**config.mk**
```make
export PLATFORM = sky130hd
export DESIGN_NAME = utf8_to_utf16_decoder_top
export DESIGN_NICKNAME = d
export VERILOG_FILES = /design/src/hdl/u8u16_pkg.sv /design/src/hdl/u8u16_decode.sv /design/src/hdl/u8u16_queue.sv /design/src/hdl/utf8_to_utf16_decoder_top.sv
export SDC_FILE = /design/constraint.sdc
export NUM_CORES = 1
export LEC_CHECK = 0
export ABC_CLOCK_PERIOD_IN_PS = 5100
export BUFFER_PORTS_ARGS = -buffer_cell sky130_fd_sc_hd__buf_2
export CAP_MARGIN = 5
export CORE_AREA = 2 2 266 202
export CTS_BUF_LIST = sky130_fd_sc_hd__clkbuf_4
export DETAILED_ROUTE_END_ITERATION = 12
export DIE_AREA = 0 0 268 204
export PLACE_DENSITY_LB_ADDON = 0.1
export SLEW_MARGIN = 20
export SYNTH_ARGS = -nofsm -noshare
export SYNTH_HDL_FRONTEND = slang
export SYNTH_HIERARCHICAL = 1
export SYNTH_SLANG_ARGS = --single-unit
```
**constraint.sdc**
```tcl
create_clock -name clock -period 5.1 [get_ports clock]
set_input_delay 0.51 -clock clock [delete_from_list [all_inputs] [get_ports clock]]
set_output_delay 0.51 -clock clock [all_outputs]
set_load 0.005 [all_outputs]
```
**src/hdl/u8u16_pkg.sv**
```systemverilog
`default_nettype none

package u8u16_pkg;

   typedef enum logic [2:0] {
      PH_LEAD,
      PH_TWO_LAST,
      PH_THREE_FIRST,
      PH_THREE_LAST,
      PH_STOP
   } phase_type;

   localparam logic [1:0] ST_UNIT = 2'd0;
   localparam logic [1:0] ST_OK   = 2'd1;
   localparam logic [1:0] ST_BAD  = 2'd2;

   localparam logic [2:0] LEAD2_PREFIX = 3'h6;
   localparam logic [3:0] LEAD3_PREFIX = 4'he;

   localparam logic [15:0] CAPACITY_RESET = 16'hffff;

   typedef struct packed {
      logic [15:0] code_unit;
      logic [1:0]  status;
      logic [15:0] units_written;
      logic        terminator_fits;
   } result_type;

   typedef struct packed {
      phase_type   phase;
      logic [15:0] partial_unit;
      logic        error_seen;
   } string_state_type;

endpackage

`default_nettype wire

```
**src/hdl/u8u16_decode.sv**
```systemverilog
`default_nettype none

module u8u16_decode #(
   parameter int COUNT_BITS = 16
) (
   input  u8u16_pkg::string_state_type state,
   input  logic [COUNT_BITS-1:0]       unit_count,
   input  logic [15:0]                 capacity,
   input  logic [7:0]                  data_byte,
   input  logic                        last_byte,
   output u8u16_pkg::string_state_type state_next,
   output logic [COUNT_BITS-1:0]       unit_count_next,
   output logic                        unit_valid,
   output u8u16_pkg::result_type       unit_result,
   output u8u16_pkg::result_type       end_result
);
   import u8u16_pkg::*;

   localparam int CMP_W = (COUNT_BITS > 16) ? COUNT_BITS : 16;
   localparam logic [COUNT_BITS-1:0] COUNT_MAX = {COUNT_BITS{1'b1}};

   string_state_type       work;
   logic [15:0]            unit_value;
   logic [COUNT_BITS-1:0]  count_upd;
   logic [CMP_W-1:0]       count_ext;
   logic [CMP_W-1:0]       count_upd_ext;
   logic [CMP_W-1:0]       cap_ext;

   assign count_ext = CMP_W'(unit_count);
   assign cap_ext   = CMP_W'(capacity);

   always_comb begin
      work       = state;
      unit_valid = 1'b0;
      unit_value = 16'd0;
      unique case (state.phase)
         PH_LEAD: begin
            if (count_ext >= cap_ext) begin
               work.phase = PH_STOP;
            end else if (!data_byte[7]) begin
               unit_valid = 1'b1;
               unit_value = {8'd0, data_byte};
            end else if (data_byte[7:5] == LEAD2_PREFIX) begin
               work.partial_unit = {5'd0, data_byte[4:0], 6'd0};
               work.phase        = PH_TWO_LAST;
            end else if (data_byte[7:4] == LEAD3_PREFIX) begin
               work.partial_unit = {data_byte[3:0], 12'd0};
               work.phase        = PH_THREE_FIRST;
            end else begin
               work.error_seen = 1'b1;
               work.phase      = PH_STOP;
            end
         end
         PH_TWO_LAST, PH_THREE_LAST: begin
            unit_valid        = 1'b1;
            unit_value        = state.partial_unit + {10'd0, data_byte[5:0]};
            work.partial_unit = 16'd0;
            work.phase        = PH_LEAD;
         end
         PH_THREE_FIRST: begin
            work.partial_unit = state.partial_unit + {4'd0, data_byte[5:0], 6'd0};
            work.phase        = last_byte ? PH_STOP : PH_THREE_LAST;
         end
         default: begin
         end
      endcase
   end

   assign count_upd     = (unit_valid && unit_count != COUNT_MAX) ? unit_count + 1'b1
                                                                   : unit_count;
   assign count_upd_ext = CMP_W'(count_upd);

   always_comb begin
      unit_result.code_unit       = unit_value;
      unit_result.status          = ST_UNIT;
      unit_result.units_written   = 16'd0;
      unit_result.terminator_fits = 1'b0;

      end_result.code_unit        = 16'd0;
      end_result.status           = work.error_seen ? ST_BAD : ST_OK;
      end_result.units_written    = count_upd_ext[15:0];
      end_result.terminator_fits  = count_upd_ext < cap_ext;
   end

   always_comb begin
      if (last_byte) begin
         state_next.phase        = PH_LEAD;
         state_next.partial_unit = 16'd0;
         state_next.error_seen   = 1'b0;
         unit_count_next         = '0;
      end else begin
         state_next      = work;
         unit_count_next = count_upd;
      end
   end

endmodule

`default_nettype wire

```
**src/hdl/u8u16_queue.sv**
```systemverilog
`default_nettype none

module u8u16_queue (
   input  logic                  clock,
   input  logic                  reset,
   input  logic                  push_first,
   input  logic                  push_second,
   input  u8u16_pkg::result_type first_data,
   input  u8u16_pkg::result_type second_data,
   output logic                  room_for_two,
   output logic                  out_valid,
   input  logic                  out_ready,
   output u8u16_pkg::result_type out_data
);
   import u8u16_pkg::*;

   localparam int DEPTH = 4;
   localparam int PTR_W = $clog2(DEPTH);
   localparam int CNT_W = $clog2(DEPTH + 1);

   result_type         slot_ff [DEPTH];
   logic [PTR_W-1:0]   wr_ptr_ff, wr_ptr_in;
   logic [PTR_W-1:0]   rd_ptr_ff, rd_ptr_in;
   logic [CNT_W-1:0]   level_ff, level_in;
   logic [PTR_W-1:0]   wr_next_ptr;
   logic               pop;
   logic [CNT_W-1:0]   push_count;

   assign out_valid    = level_ff != '0;
   assign out_data     = slot_ff[rd_ptr_ff];
   assign room_for_two = level_ff <= CNT_W'(DEPTH - 2);
   assign pop          = out_valid && out_ready;
   assign wr_next_ptr  = wr_ptr_ff + 1'b1;
   assign push_count   = CNT_W'(push_first) + CNT_W'(push_second);

   assign wr_ptr_in = wr_ptr_ff + PTR_W'(push_count);
   assign rd_ptr_in = rd_ptr_ff + PTR_W'(pop);
   assign level_in  = level_ff + push_count - CNT_W'(pop);

   always_ff @(posedge clock) begin
      if (reset) begin
         wr_ptr_ff <= '0;
         rd_ptr_ff <= '0;
         level_ff  <= '0;
      end else begin
         wr_ptr_ff <= wr_ptr_in;
         rd_ptr_ff <= rd_ptr_in;
         level_ff  <= level_in;
      end
   end

   always_ff @(posedge clock) begin
      if (push_first) begin
         slot_ff[wr_ptr_ff] <= first_data;
      end
      if (push_second) begin
         slot_ff[wr_next_ptr] <= second_data;
      end
   end

   a_level_bound: assert property (@(posedge clock) disable iff (reset)
      level_ff <= CNT_W'(DEPTH))
      else $error("result queue level beyond its depth");

   a_second_needs_first: assert property (@(posedge clock) disable iff (reset)
      push_second |-> push_first)
      else $error("second result pushed without a first");

   a_no_overflow: assert property (@(posedge clock) disable iff (reset)
      (push_first && !room_for_two) |-> (push_count <= CNT_W'(1)) && (level_ff < CNT_W'(DEPTH)))
      else $error("result queue overflow");

endmodule

`default_nettype wire

```
**src/hdl/utf8_to_utf16_decoder_top.sv**
```systemverilog
`default_nettype none

// UTF-8 to UTF-16 decoder for the Basic Multilingual Plane. Bytes of one string enter on the
// req_ stream, with tlast on the final byte; each complete 1-, 2- or 3-byte sequence gives one
// code unit (tuser 0) on the rsp_ stream, and the final byte adds an end item (tuser 1 for
// success, 2 for an invalid lead byte) carrying the unit count and whether a terminator fits.
// Decoding stops with success when the unit count reaches the capacity register before a lead
// byte. A byte is taken in every cycle while the four-entry result queue has room for two
// items, so one byte per cycle is sustained; the end item adds one extra output item, so
// the rsp_ side sets the limit. Each byte's results are registered in the result queue.
module utf8_to_utf16_decoder_top #(
   parameter int COUNT_BITS = 16
) (
   input  logic        clock,
   input  logic        reset,
   input  logic        req_tvalid,
   output logic        req_tready,
   input  logic [7:0]  req_tdata,   // data_byte[7:0]
   input  logic        req_tlast,
   output logic        rsp_tvalid,
   input  logic        rsp_tready,
   output logic [39:0] rsp_tdata,   // code_unit[15:0], units_written[31:16], terminator_fits[32]
   output logic [1:0]  rsp_tuser,   // status[1:0]
   input  logic        csr_psel,
   input  logic        csr_penable,
   input  logic        csr_pwrite,
   input  logic [2:0]  csr_paddr,
   input  logic [31:0] csr_pwdata,
   output logic [31:0] csr_prdata,
   output logic        csr_pready
);
   import u8u16_pkg::*;

   string_state_type       state_ff, state_in;
   logic [COUNT_BITS-1:0]  unit_count_ff, unit_count_in;
   logic [15:0]            capacity_ff;
   logic                   accept;
   logic                   unit_valid;
   result_type             unit_result;
   result_type             end_result;
   logic                   room_for_two;
   logic                   push_first;
   logic                   push_second;
   result_type             first_data;
   result_type             out_data;
   logic                   csr_write;

   assign csr_pready = 1'b1;
   assign csr_write  = csr_psel && csr_penable && csr_pwrite && csr_pready;
   assign csr_prdata = (csr_paddr[2] == 1'b0) ? {16'd0, capacity_ff} : 32'd0;

   always_ff @(posedge clock) begin
      if (reset) begin
         capacity_ff <= CAPACITY_RESET;
      end else if (csr_write && csr_paddr[2] == 1'b0) begin
         capacity_ff <= csr_pwdata[15:0];
      end
   end

   assign req_tready = room_for_two;
   assign accept     = req_tvalid && req_tready;

   u8u16_decode #(
      .COUNT_BITS (COUNT_BITS)
   ) u_decode (
      .state           (state_ff),
      .unit_count      (unit_count_ff),
      .capacity        (capacity_ff),
      .data_byte       (req_tdata),
      .last_byte       (req_tlast),
      .state_next      (state_in),
      .unit_count_next (unit_count_in),
      .unit_valid      (unit_valid),
      .unit_result     (unit_result),
      .end_result      (end_result)
   );

   always_ff @(posedge clock) begin
      if (reset) begin
         state_ff.phase        <= PH_LEAD;
         state_ff.partial_unit <= 16'd0;
         state_ff.error_seen   <= 1'b0;
         unit_count_ff         <= '0;
      end else if (accept) begin
         state_ff      <= state_in;
         unit_count_ff <= unit_count_in;
      end
   end

   assign push_first  = accept && (unit_valid || req_tlast);
   assign push_second = accept && unit_valid && req_tlast;
   assign first_data  = unit_valid ? unit_result : end_result;

   u8u16_queue u_queue (
      .clock        (clock),
      .reset        (reset),
      .push_first   (push_first),
      .push_second  (push_second),
      .first_data   (first_data),
      .second_data  (end_result),
      .room_for_two (room_for_two),
      .out_valid    (rsp_tvalid),
      .out_ready    (rsp_tready),
      .out_data     (out_data)
   );

   assign rsp_tdata = {7'd0, out_data.terminator_fits, out_data.units_written,
                       out_data.code_unit};
   assign rsp_tuser = out_data.status;

   a_end_clears: assert property (@(posedge clock) disable iff (reset)
      (accept && req_tlast) |=> (unit_count_ff == '0) && (state_ff.phase == PH_LEAD)
                                && !state_ff.error_seen)
      else $error("string state not cleared after the end item");

   a_stop_silent: assert property (@(posedge clock) disable iff (reset)
      (accept && state_ff.phase == PH_STOP) |-> !unit_valid)
      else $error("code unit produced while stopped");

   a_three_byte_step: assert property (@(posedge clock) disable iff (reset)
      (accept && !req_tlast && state_ff.phase == PH_THREE_FIRST)
      |=> state_ff.phase == PH_THREE_LAST)
      else $error("three-byte sequence lost its second continuation step");

endmodule

`default_nettype wire

```
==> flow_metrics.py <==
metrics = {
    "critical_path": {
        "max_stage_delay_ns": 0.41,
        "cp-start-kind": "flip-flop",
        "path_max_fanout": 9,
        "r2r_cells": 19,
        "path_cells": "inv_1, ha_1, nand4_1, inv_1, a221oi_4, a31oi_4, nor3_1, buf_4, nand3_1, xnor2_1, ha_1, a21o_1, a21oi_1, o21ai_0, nand2_1, o21ai_0, o21ai_1, mux2_2, mux2_2",
        "crit_arrival_ns": 5.14,
        "cpMaxStageDelayCell": "dfxtp_1",
        "crit_type": "reg2reg",
        "required_ns": 5.62,
        "end_kind": "flip-flop",
    },
    "finish": {
        "layout_commonest_cell": "mux2_2",
        "final_cell_mix": "mux2_2 (176), edfxtp_1 (140), buf_2 (85)",
        "nets": 1291,
        "multi_input_area_um2": 6855,
        "utilization_pct": 27.50,
        "fillerInstances": 5496,
        "drive_above_1_share_pct": 36.67,
        "seq_area_um2": 5388,
        "area_growth_pct": 11.51,
    },
    "route": {
        "wirelength_um": 36130,
        "vias": 8520,
        "vias_per_cell": 4.449,
        "drc_errors": 0,
        "dr.pass1.iters": 5,
        "post_drt_wl_per_cell_um": 18.86,
        "drt-initial-drc-count": 477,
        "ant_nets": 0,
    },
    "logic_synthesis": {
        "yosys_warnings": 6,
        "mappedNetlistArea_um2": 12900,
        "syn-instance-count": 1103,
        "seq_area_frac_synth_pct": 41.73,
        "synth_cell_types": 64,
        "syn_avg_cell_area_um2": 11.70,
        "async_flop_share_pct": 0,
        "ys_seq_elements": 199,
        "synth_edf_count": 140,
        "ys.flop_type": "edfxtp_1",
    },
    "clock_tree": {
        "cts_hold_buf": 0,
        "cts_buffers": 17,
        "cts_tree": "yes",
        "clkSlewWorstSetupHoldPaths_ns": 0.20,
        "clock_latency_ns": 0.66,
        "cts-root-buf": "clkbuf_4",
        "cts_buffer_depth": 2,
        "postCtsSetupBuffers": 0,
        "ctsHtreeMaxLevel": 4,
        "cts.sinks": 199,
    },
    "power_and_ir_drop": {
        "ir_drop_mv": 0.1255,
        "power-per-cell-area_nw_per_um2": 298.0,
        "p_leak_nw": 5.532,
    },
    "timing": {
        "hold_violations": 0,
        "tightest_slew_ns": 0.9738,
        "slew_violations": 0,
        "rsz0062_at_grt": "no",
        "clock_skew_ns": 0.02620,
        "period_share_pct": 90.61,
        "timing.slew.headroom_pct": 35.03,
        "fmax_mhz": 216.4,
        "finalCriticalPeriod_ns": 4.621,
        "setup_viol": 0,
        "whs_ns": 0.08628,
    },
    "min_path": {
        "hold_depth": 3,
        "hold_class": "in2reg",
    },
    "die": {
        "die_h_um": 204,
        "die_area_um2": 54670,
        "start_util_pct": 24.66,
        "die_w_um": 268,
        "core_um2": 52340,
        "fp-row-count": 73,
        "io_pins": 128,
    },
    "placed_design": {
        "globalplace.congestion": 0.7366,
        "io_buffers": 85,
        "post-dp-hpwl_um": 23770,
    },
    "global_route": {
        "grt_pass1_wl_um": 55730,
        "grt_pass1_vias": 8668,
        "grt_antenna_before_repair": 2,
        "grt_overflow_total": 0,
        "grt_max_degree": 76,
        "track_usage_pct": 13.70,
    },
    "run_status": {
        "status": "finished, final reports clean",
    },
    "run": {
        "drv_cap": 0,
    },
}
## where the power goes
part / internal [mW] / leakage, nW / switching, mW / total, mW
logic: 0.581 / 3.59 / 0.686 / 1.27
registers: 1.95 / 1.77 / 0.0967 / 2.04
clock network: 0.320 / 0.166 / 0.659 / 0.979
## cell families after synthesis
logic type      Yosys count  share of synthesized area, %
flops                   199                         41.73
compound gates          165                         8.804
mux                     231                         23.05
xor+xnor                 33                         2.463
simple gates            263                         11.20
buf+inv                 156                         7.359
other cells               3                       0.08725
fa+ha+maj                53                         5.313
## through the flow
stage	setup slack (ns)	power (mW)	instances	TNS, ns	cell area (µm²)
floorplan	-0.3081	2.948	1159	-21.57	13120
global placement	0.1476	3.390	1880	0	14040
detailed placement	0.1482	3.389	1880	0	14040
CTS	0.1132	4.394	1912	0	14360
global route	0.05765	4.556	1913	0	14390
finish	0.4788	4.289	1915	0	14390
## cell type report
class | count | area share, %
diodes | 3 | 0.05217
clock buffers | 18 | 0.9390
clock inverters | 14 | 1.243
inverters | 31 | 0.8086
multi-input cells | 804 | 47.64
flip-flops and latches | 199 | 37.44
well taps | 712 | 6.191
repair buffers | 134 | 5.686
## cell usage after synthesis, types with 13 or more instances
cell,number,area share [%]
buf_4,67,3.9
xor2_1,13,0.88
mux4_2,35,6.1
edfxtp_1,140,33
a21bo_2,36,2.8
nor2_1,75,2.2
nor2b_1,31,1.5
nand3_1,48,1.9
nand2_1,20,0.58
nor3_1,17,0.66
nand4_1,15,0.73
xnor2_1,18,1.2
clkbuf_1,23,0.67
dfxtp_1,59,9.2
buf_2,23,0.89
a21oi_1,69,2.7
mux2_2,176,15
inv_1,31,0.90
o21ai_0,19,0.74
mux2i_1,17,1.3
ha_1,50,4.8
## worst paths after layout
kind / from / to / slack, ns
min: csr_pwdata[10] / capacity_ff[10] / 0.09
min reg2reg: capacity_ff[12] / capacity_ff[12] / 0.54
max reg2reg: capacity_ff[15] / u_queue/slot_ff[2][0] / 0.48
max: capacity_ff[15] / u_queue/slot_ff[2][0] / 0.48
## critical path: cells and delay by family (launching register included)
kind / cells / cell delay, ns
compound gates: 7 / 1.52
simple gates: 4 / 0.74
buf+inv: 3 / 0.38
mux: 2 / 0.43
flops: 1 / 0.41
xor+xnor: 1 / 0.39
fa+ha+maj: 2 / 0.63
## metal layers
metal	GRT usage, %	vias to the layer above	wire (µm)
met4	1.995	2	187
met5	0	-	13
li1	-	4162	-
met2	20.12	80	15560
met1	21.03	4264	19520
met3	2.530	12	843
## timing repair
item                                    4_1_cts  5_1_grt
endpoints found under the setup margin        0        4
gates resized for setup                       0        4
hold endpoints to repair                      0        0
## state kept, by name, summed over array words and instances, names as in the netlist
| name | count |
|---|---|
| capacity_ff | 16 |
| unit_count_ff | 16 |
| u_queue/wr_ptr_ff | 2 |
| u_queue/rd_ptr_ff | 2 |
| state_ff | 20 |
| u_queue/level_ff | 3 |
| u_queue/slot_ff | 140 |
Note: power is estimated with default switching activity, not from simulation.
